`src/hdl/spq_pkg.sv`:
```
`timescale 1ns / 1ps

package spq_pkg;

    // Field widths
    localparam int KIND_W  = 2;
    localparam int VALUE_W = 32;
    localparam int PRIO_W  = 16;
    localparam int STAT_W  = 2;
    localparam int COUNT_W = 5;

    // Operation codes
    typedef enum logic [KIND_W-1:0] {
        KIND_ENQ  = 2'd0,
        KIND_DEQ  = 2'd1,
        KIND_DEL  = 2'd2,
        KIND_NOP  = 2'd3
    } kind_t;

    // Result status codes
    localparam logic [STAT_W-1:0] STAT_OK    = 2'd0;
    localparam logic [STAT_W-1:0] STAT_FULL  = 2'd1;
    localparam logic [STAT_W-1:0] STAT_EMPTY = 2'd2;

    // Controller states
    typedef enum logic {
        ST_IDLE = 1'b0,
        ST_EXEC = 1'b1
    } state_t;

    // Controller to datapath
    typedef struct packed {
        logic capture;   // latch the input item
        logic enq;       // insert the latched entry
        logic deq;       // drop the front entry
        logic del_step;  // remove the first matching entry
        logic load;      // load the result register
    } spq_cmd_t;

    // Datapath to controller
    typedef struct packed {
        kind_t kind;
        logic  full;
        logic  empty;
        logic  match_any;
        logic  out_free;
    } spq_stat_t;

endpackage

```
`src/hdl/spq_ctrl.sv`:
```
`timescale 1ns / 1ps

module spq_ctrl import spq_pkg::*; (
    input  logic      aclk,
    input  logic      aresetn,
    input  logic      in_valid,
    output logic      in_ready,
    input  spq_stat_t stat,
    output spq_cmd_t  cmd
);

    state_t state_reg, state_next;

    // State register
    always_ff @(posedge aclk) begin
        if (!aresetn) begin
            state_reg <= ST_IDLE;
        end else begin
            state_reg <= state_next;
        end
    end

    // Next state and commands
    always_comb begin
        state_next = state_reg;
        cmd        = '0;
        in_ready   = 1'b0;
        case (state_reg)
            ST_IDLE: begin
                in_ready = 1'b1;
                if (in_valid) begin
                    cmd.capture = 1'b1;
                    state_next  = ST_EXEC;
                end
            end
            ST_EXEC: begin
                case (stat.kind)
                    KIND_ENQ: begin
                        if (stat.out_free) begin
                            cmd.enq    = !stat.full;
                            cmd.load   = 1'b1;
                            state_next = ST_IDLE;
                        end
                    end
                    KIND_DEQ: begin
                        if (stat.out_free) begin
                            cmd.deq    = !stat.empty;
                            cmd.load   = 1'b1;
                            state_next = ST_IDLE;
                        end
                    end
                    KIND_DEL: begin
                        // one matching entry removed per cycle
                        if (stat.match_any) begin
                            cmd.del_step = 1'b1;
                        end else if (stat.out_free) begin
                            cmd.load   = 1'b1;
                            state_next = ST_IDLE;
                        end
                    end
                    default: begin
                        if (stat.out_free) begin
                            cmd.load   = 1'b1;
                            state_next = ST_IDLE;
                        end
                    end
                endcase
            end
            default: begin
                state_next = ST_IDLE;
            end
        endcase
    end

endmodule

```
`src/hdl/spq_datapath.sv`:
```
`timescale 1ns / 1ps

module spq_datapath import spq_pkg::*; #(
    parameter int DEPTH = 16
) (
    input  logic               aclk,
    input  logic               aresetn,
    input  spq_cmd_t           cmd,
    output spq_stat_t          stat,
    input  kind_t              in_kind,
    input  logic [VALUE_W-1:0] in_value,
    input  logic [PRIO_W-1:0]  in_prio,
    output logic               out_valid,
    input  logic               out_ready,
    output logic [STAT_W-1:0]  out_status,
    output logic [VALUE_W-1:0] out_value,
    output logic [PRIO_W-1:0]  out_prio,
    output logic [COUNT_W-1:0] out_removed,
    output logic [COUNT_W-1:0] out_count
);

    localparam int CW = $clog2(DEPTH + 1);

    // Latched item
    kind_t              kind_reg;
    logic [VALUE_W-1:0] value_reg;
    logic [PRIO_W-1:0]  prio_reg;

    // Sorted cell chain, front at cell 0
    logic [VALUE_W-1:0] cell_val_reg  [DEPTH];
    logic [VALUE_W-1:0] cell_val_next [DEPTH];
    logic [PRIO_W-1:0]  cell_pri_reg  [DEPTH];
    logic [PRIO_W-1:0]  cell_pri_next [DEPTH];
    logic [CW-1:0]      occ_reg, occ_next;
    logic [CW-1:0]      rem_reg;

    // Result register
    logic               out_valid_reg;
    logic [STAT_W-1:0]  out_status_reg;
    logic [VALUE_W-1:0] out_value_reg;
    logic [PRIO_W-1:0]  out_prio_reg;
    logic [COUNT_W-1:0] out_removed_reg;
    logic [COUNT_W-1:0] out_count_reg;

    // Per-cell compares
    logic [DEPTH-1:0] le;      // held and priority <= new priority
    logic [DEPTH-1:0] match;   // held and value equals delete value
    logic [DEPTH-1:0] pmatch;  // some match at or below this cell

    logic full, empty;

    assign full  = (occ_reg == CW'(DEPTH));
    assign empty = (occ_reg == '0);

    genvar g;
    generate
        for (g = 0; g < DEPTH; g++) begin : g_cmp
            assign le[g]    = (CW'(g) < occ_reg) && (cell_pri_reg[g] <= prio_reg);
            assign match[g] = (CW'(g) < occ_reg) && (cell_val_reg[g] == value_reg);
            if (g == 0) begin : g_first
                assign pmatch[g] = match[g];
            end else begin : g_rest
                assign pmatch[g] = pmatch[g-1] | match[g];
            end
        end
    endgenerate

    // Cell next values
    always_comb begin
        cell_val_next = cell_val_reg;
        cell_pri_next = cell_pri_reg;
        occ_next      = occ_reg;
        for (int i = 0; i < DEPTH; i++) begin
            if (cmd.enq) begin
                // keep lower-or-equal entries, insert after them, shift the rest up
                if (!le[i]) begin
                    if (i == 0 || le[(i == 0) ? 0 : i-1]) begin
                        cell_val_next[i] = value_reg;
                        cell_pri_next[i] = prio_reg;
                    end else begin
                        cell_val_next[i] = cell_val_reg[(i == 0) ? 0 : i-1];
                        cell_pri_next[i] = cell_pri_reg[(i == 0) ? 0 : i-1];
                    end
                end
            end else if (cmd.deq || (cmd.del_step && pmatch[i])) begin
                // close the gap from above
                if (i < DEPTH - 1) begin
                    cell_val_next[i] = cell_val_reg[(i < DEPTH - 1) ? i+1 : i];
                    cell_pri_next[i] = cell_pri_reg[(i < DEPTH - 1) ? i+1 : i];
                end
            end
        end
        if (cmd.enq) begin
            occ_next = occ_reg + 1'b1;
        end else if (cmd.deq || cmd.del_step) begin
            occ_next = occ_reg - 1'b1;
        end
    end

    // Cell storage and latched item
    always_ff @(posedge aclk) begin
        cell_val_reg <= cell_val_next;
        cell_pri_reg <= cell_pri_next;
        if (cmd.capture) begin
            kind_reg  <= in_kind;
            value_reg <= in_value;
            prio_reg  <= in_prio;
        end
    end

    // Occupancy and removal count
    always_ff @(posedge aclk) begin
        if (!aresetn) begin
            occ_reg <= '0;
            rem_reg <= '0;
        end else begin
            occ_reg <= occ_next;
            if (cmd.capture) begin
                rem_reg <= '0;
            end else if (cmd.del_step) begin
                rem_reg <= rem_reg + 1'b1;
            end
        end
    end

    // Result valid
    always_ff @(posedge aclk) begin
        if (!aresetn) begin
            out_valid_reg <= 1'b0;
        end else if (cmd.load) begin
            out_valid_reg <= 1'b1;
        end else if (out_ready) begin
            out_valid_reg <= 1'b0;
        end
    end

    // Result payload
    always_ff @(posedge aclk) begin
        if (cmd.load) begin
            out_status_reg  <= STAT_OK;
            out_value_reg   <= '0;
            out_prio_reg    <= '0;
            out_removed_reg <= '0;
            out_count_reg   <= COUNT_W'(occ_next);
            case (kind_reg)
                KIND_ENQ: begin
                    if (full) begin
                        out_status_reg <= STAT_FULL;
                    end
                end
                KIND_DEQ: begin
                    if (empty) begin
                        out_status_reg <= STAT_EMPTY;
                    end else begin
                        out_value_reg   <= cell_val_reg[0];
                        out_prio_reg    <= cell_pri_reg[0];
                        out_removed_reg <= COUNT_W'(1);
                    end
                end
                KIND_DEL: begin
                    out_removed_reg <= COUNT_W'(rem_reg);
                end
                default: begin
                end
            endcase
        end
    end

    assign stat.kind      = kind_reg;
    assign stat.full      = full;
    assign stat.empty     = empty;
    assign stat.match_any = pmatch[DEPTH-1];
    assign stat.out_free  = !out_valid_reg || out_ready;

    assign out_valid   = out_valid_reg;
    assign out_status  = out_status_reg;
    assign out_value   = out_value_reg;
    assign out_prio    = out_prio_reg;
    assign out_removed = out_removed_reg;
    assign out_count   = out_count_reg;

endmodule

```
`src/hdl/sorted_priority_queue.sv`:
```
`timescale 1ns / 1ps
// Sorted priority queue of up to DEPTH entries (value, priority); lowest
// priority number leaves first, equal priorities leave in arrival order.
// Input: s_tuser carries the operation (enqueue, dequeue front, delete all
// entries with a value); s_tdata carries the value and priority.
// Output: one result transfer per input transfer. m_tuser is the status
// (ok, full and dropped, empty); m_tdata carries the dequeued entry, the
// number of entries removed and the number held afterwards.
// m_tvalid rises once the item has been taken and then executed, which waits
// for a free result register; a delete also stays in execution while any entry
// matches, since the cell chain removes one entry per cycle.
// An item is taken in the idle state and executed in the execute state; no new
// item is taken until the current one has finished execution.
// A new item is accepted while the previous result still waits on
// m_tready; the item then holds in execution until the result register
// frees up, and no further input is taken meanwhile.
// Reset (aresetn low, synchronous) empties the queue and drops any
// pending result.
module sorted_priority_queue import spq_pkg::*; #(
    parameter int DEPTH = 16
) (
    input  logic        aclk,
    input  logic        aresetn,
    input  logic        s_tvalid,
    output logic        s_tready,
    input  logic [1:0]  s_tuser,   // [1:0] kind
    input  logic [47:0] s_tdata,   // [31:0] item_value, [47:32] item_priority
    output logic        m_tvalid,
    input  logic        m_tready,
    output logic [1:0]  m_tuser,   // [1:0] status
    output logic [63:0] m_tdata    // [31:0] front_value, [47:32] front_priority,
                                   // [52:48] removed_count, [57:53] entry_count
);

    spq_cmd_t           cmd;
    spq_stat_t          stat;
    logic [VALUE_W-1:0] out_value;
    logic [PRIO_W-1:0]  out_prio;
    logic [COUNT_W-1:0] out_removed;
    logic [COUNT_W-1:0] out_count;

    // Sequencer
    spq_ctrl u_ctrl (
        .aclk     (aclk),
        .aresetn  (aresetn),
        .in_valid (s_tvalid),
        .in_ready (s_tready),
        .stat     (stat),
        .cmd      (cmd)
    );

    // Cell chain and result register
    spq_datapath #(
        .DEPTH (DEPTH)
    ) u_datapath (
        .aclk        (aclk),
        .aresetn     (aresetn),
        .cmd         (cmd),
        .stat        (stat),
        .in_kind     (kind_t'(s_tuser)),
        .in_value    (s_tdata[31:0]),
        .in_prio     (s_tdata[47:32]),
        .out_valid   (m_tvalid),
        .out_ready   (m_tready),
        .out_status  (m_tuser),
        .out_value   (out_value),
        .out_prio    (out_prio),
        .out_removed (out_removed),
        .out_count   (out_count)
    );

    // Result packing
    assign m_tdata = {6'd0, out_count, out_removed, out_prio, out_value};

endmodule

```
`config.mk`:
```
export PLATFORM = sky130hd
export DESIGN_NAME = sorted_priority_queue
export DESIGN_NICKNAME = d
export VERILOG_FILES = /design/src/hdl/spq_pkg.sv /design/src/hdl/spq_ctrl.sv /design/src/hdl/spq_datapath.sv /design/src/hdl/sorted_priority_queue.sv
export SDC_FILE = /design/constraint.sdc
export NUM_CORES = 2
export LEC_CHECK = 0
export ABC_AREA = 1
export BUFFER_PORTS_ARGS = -buffer_cell sky130_fd_sc_hd__buf_2
export CAP_MARGIN = 30
export CORE_UTILIZATION = 35
export CTS_CLUSTER_SIZE = 16
export DETAILED_ROUTE_END_ITERATION = 6
export HOLD_SLACK_MARGIN = 0.15
export SLEW_MARGIN = 30
export SYNTH_ARGS = -nofsm -noshare
export SYNTH_HDL_FRONTEND = slang
export SYNTH_HIERARCHICAL = 1
export SYNTH_SLANG_ARGS = --single-unit
```
`constraint.sdc`:
```
create_clock -name aclk -period 15.9 [get_ports aclk]
set_clock_uncertainty 0.05 [all_clocks]
set_input_delay 1.59 -clock aclk [delete_from_list [all_inputs] [get_ports aclk]]
set_output_delay 1.59 -clock aclk [all_outputs]
set_load 0.02 [all_outputs]
```
## Word-level counts from Yosys, hierarchy flattened

Index checks and enable logic that the tools add are counted.
Widths: inputs -> output; s select.

- Register bits after elaboration: 890
- Input bits: 54
- Output and inout port bits: 68
- Word-level logic and storage cells: 381

- Add/subtract/negate cells: 3
- $lt $le $gt $ge: 32
- Equality and inequality tests: 34
- Multiplexer cells: 146
- Bitwise logic cells: 19
- Reductions and logical operators: 103

Operator list:

| cell | count |
|---|---|
| $mux 32 | 60 |
| $mux 16 | 60 |
| $eq 32x32->1 | 16 |
| $le 16x16->1 | 16 |
| $logic_and 1x1->1 | 47 |
| $lt 4x5->1 const A | 8 |
| $reduce_and 2->1 | 16 |
| $reduce_bool 2->1 | 16 |
| $ne 2x2->1 const B | 15 |
| $lt 3x5->1 const A | 4 |
| $mux 1 | 19 |
| $logic_or 1x1->1 | 17 |
| $or 1x1->1 | 15 |
| $add 5x1->5 const B | 2 |
| $lt 1x5->1 const A | 2 |
| $lt 2x5->1 const A | 2 |
| $mux 5 | 2 |
| $pmux 5 s2 | 1 |
| $eq 5x5->1 const B | 1 |
| $logic_not 5->1 | 1 |
| $sub 5x1->5 const B | 1 |
| $mux 4 | 1 |
| $not 1->1 | 4 |
| $pmux 2 s2 | 1 |
| 7 further kinds | 10 |

## Longest topological paths before layout

- Depth in word-level cells: 24
- Depth in mapped cells: 23
- Gate-level depth less buffers: 21

## Modules after synthesis

The synthesis kept the hierarchy.

By module, submodules not included:

| module | instances | cells each | area each (µm²) | sequential area each (µm²) |
|---|---|---|---|---|
| spq_datapath | 1 | 7003 | 55931.1 | 26585.5 |
| spq_ctrl | 1 | 16 | 101.3 | 20.0 |
| sorted_priority_queue | 1 | 7 | 48.8 | 0.0 |

## Worst setup path before layout

Ideal clock, no wire load.

- Kind: input port to flip-flop
- From: in m_tready
- To: reg u_datapath/cell_pri_reg[0] (netlist name), enable pin
- Setup time: 0.469 ns
- Data arrival time: 4.984 ns
- Required time: 15.381 ns
- Path slack: 10.397 ns
- Stages on the path: 9
- Buffers on the path: 3
- Cells stage by stage: inv_1 nand2_1 nand3_2 nor3_2 clkbuf_1 buf_2 inv_2 clkbuf_1 a21oi_1

RTL lines:

| element | line | RTL |
|---|---|---|
| start, declared | sorted_priority_queue.sv:29 | `input logic m_tready,` |
| end signal, assigned | spq_datapath.sv:103 | `cell_pri_reg <= cell_pri_next;` |
| end, declared | spq_datapath.sv:32 | `logic [PRIO_W-1:0] cell_pri_reg [DEPTH];` |

==> summary.md <==
| Metric | Value |
|---|---|
| Avg Vias per Cell | 5.267 |
| Post-synthesis async set-or-reset flop share | 0% |
| Number of buffers created by CTS | 100 |
| Hold buffers post-CTS | 0 |
| CTS tree | built |
| Sequential share of power | 46.4% |
| Delay-heaviest family, CP | simple AND/OR/NAND/NOR gates |
| Max reg flops | 512 |
| Critical path type | register to register |
| Metal2 WL | 89,500 um |
| Max Freq | 0.1555 GHz |
| Wire per inst | 22.47 um |
| Hold Fails Final Rpt | 0 |
| Comb pwr share | 11.7% |
| Initial Utilization | 35.33% |
| Post-synthesis sequential area ratio | 47.44% |
| Port Buffer Count | 115 |
| Sw Pwr | 1.558 mW |
| I/O pin count | 122 |
| GP Congestion | 1.034 |
| Worst path arrival time | 6.72 ns |
| Reg-to-reg setup timing slack | 9.47 ns |
| Final min period | 6.432 ns |
| Total grt overflow | 0 |
| Post-Synthesis Cells | 7,026 |
| Power per cell area | 95.26 nW/um^2 |
| Slew Limit Fails | 0 |
| Die area | 161,800 um^2 |
| Static leakage power | 31.10 nW |
| Synth cell types | 56 |
| Top layer in use | met4 |
| Final period util | 40.46% |
| Slew headroom | 30.53% |
| Critical Path RT | 16.19 ns |
| Clock Sink Count | 890 |
| Most frequent cell after synthesis | nand2_1 |
| Sequential cell area | 26,610 um^2 |
| Startpoint class of the critical path | register |
| Top cell by count, worst path | nor2_1 |
| Yosys top cell by area | edfxtp_1 |
| Initial antenna violation count | 4 |
| Fill count | 16,210 |
| Crit path buf inv count | 4 |
| Synth top area share | 47.01% |
| Run status | finished clean |
| Worst hold path class | register to register |
| Worst slew pin tran | 1.031 ns |
| Die H | 402.3 um |
| Setup violators final | 0 |
| Hold WS | 0.4451 ns |
| Share of cells above drive strength 1 | 6.893% |
| Final wirelength | 205,000 um |
| Multi-input gate area | 25,300 um^2 |
| DP Area | 57,900 um^2 |
| P_int | 4.281 mW |
| Largest net degree at the start of global routing | 161 |
| CP Capture Type | register |
| Met3 wire length | 17,220 um |
| Ys Warns | 6 |
| Number of synthesized flops with an enable pin | 878 |
| Core area | 158,700 um^2 |
| Setup TNS | 0 ns |
| Switching portion of total power | 26.68% |
| Crit path cell chain | inv_1 -> nand2_1 -> o21ai_0 -> nor4_1 -> nand4_1 -> nor2_1 -> nor2_1 -> nand4_1 -> nand3_1 -> nor2_1 -> nor2_1 -> nor2_1 -> buf_4 -> inv_1 -> o211ai_1 -> buf_4 |
| CTS root buf | clkbuf_16 |
| Final ANT Viol Nets | 0 |
| Setup bufs post-CTS | 0 |
| Design area | 61,290 um^2 |
| Post-synthesis register bit count | 890 |
| IR drop worst, VDD | 81.53 uV |
| Final nets | 7,286 |
| H-Tree Depth | 3 |
| Number of global-route vias before repair | 45,310 |
| Worst-path fanout max | 48 |
| Top post-synthesis cells by area | edfxtp_1 47%, nand2_1 22%, ha_1 5.9% |
| RSZ-0062 raised after global routing | false |
| Clock tree buffer depth | 3 |
| CP max stage delay | 0.78 ns |
| Clock Power Share | 41.9% |
| Syn Area/Cell | 7.982 um^2 |
| Max cap viols | 0 |
| DR pass1 iterations | 6 |
| Initial drt markers | 5,934 |
| Total track usage | 24.71% |
| Top FF cell, synth | edfxtp_1 |
| DRT met1 WL | 84,630 um |
| First-pass GRT wire length | 300,000 um |
| DIE WIDTH | 402.3 um |
| Clock transition at path regs | 0.06 ns |
| DP HPWL | 149,800 um |
| Area grow syn2layout | 9.295% |
| Area of the mapped netlist | 56,080 um^2 |
| Commonest cells in the netlist | 3,300 x nand2_1, 878 x edfxtp_1, 573 x o21ai_0, 524 x inv_1, 264 x ha_1 |
| Residual DRC | 0 |
| Resized Gates After CTS | 0 |
| Clk_lat worst skew | 0.72 ns |
| Routed vias | 48,050 |
| CP max stage cell | dfxtp_1 |
| Site row count | 146 |
-- power by group through the flow --
| stage | registers (mW) | logic [mW] | clock network, mW |
|---|---|---|---|
| floorplan | 2.75 | 0.435 | 0 |
| global placement | 2.76 | 0.653 | 0 |
| detailed placement | 2.76 | 0.665 | 0 |
| CTS | 2.71 | 0.667 | 2.49 |
| global route | 2.71 | 0.742 | 2.56 |
| finish | 2.71 | 0.680 | 2.45 |
-- cell usage in the layout (no fill, tap or decap), types with 13 or more instances in the layout --
master     count
bufinv_16     15
nand2_2       23
buf_4         93
nor3_1        52
nor2_1       233
inv_2         31
nand4_1       77
edfxtp_1     878
clkbuf_16    103
o22ai_1       30
ha_1         264
clkinv_1      18
o21ai_1       77
xor2_1       123
nor4_1        14
xnor2_1      138
clkinv_2      28
a21oi_1      126
nand2_1     3283
inv_1        524
nand3_1       55
clkbuf_1      13
buf_2        115
o21ai_0      572
-- final timing paths --
| check | from | endpoint | depth (start not counted) |
|---|---|---|---|
| setup / recovery | u_datapath/occ_reg[4] | u_datapath/cell_val_reg[439] | 16 |
| hold / removal | u_datapath/rem_reg[4] | u_datapath/rem_reg[4] | 1 |
| setup reg to reg | u_datapath/occ_reg[4] | u_datapath/cell_val_reg[439] | 16 |
| hold reg to reg | u_datapath/rem_reg[4] | u_datapath/rem_reg[4] | 1 |
-- per-layer routing --
layer	global-route usage, %	up-vias
li1	-	22620
met1	32.77	22480
met2	38.04	2495
met3	3.525	459
met4	15.23	0
met5	0	-
-- cells by family after synthesis --
logic type / share of synthesized area [%]
flip-flops: 47.44
AO/OA/AOI/OAI: 8.126
adder cells (fa/ha/maj): 5.890
multiplexers: 0.01785
AND/OR/NAND/NOR: 26.65
buffers and inverters: 7.731
XOR/XNOR: 4.134
other: 0.006687
-- final cells by class --
class / instances / share of cell area [%]
Clock inverter: 67 / 1.157
Tap cell: 2072 / 4.230
Timing Repair Buffer: 210 / 2.135
Antenna cell: 1 / 0.004083
Multi-Input combinational cell: 5206 / 41.28
Sequential cell: 890 / 43.41
Inverter: 560 / 3.454
Clock buffer: 118 / 4.330
-- stage by stage --
stage                     cells  worst slack [ns]  power, mW  utilization [%]
final                      9124             9.468      5.839            38.61
after floorplan            7031             10.40      3.186                -
after detailed placement   8937             9.889      3.423            36.47
after CTS                  9122             9.858      5.866            38.59
after global routing       9123             9.339      6.020            38.61
after global placement     8937             9.951      3.409            36.46
(Power assumes the default switching activity.)
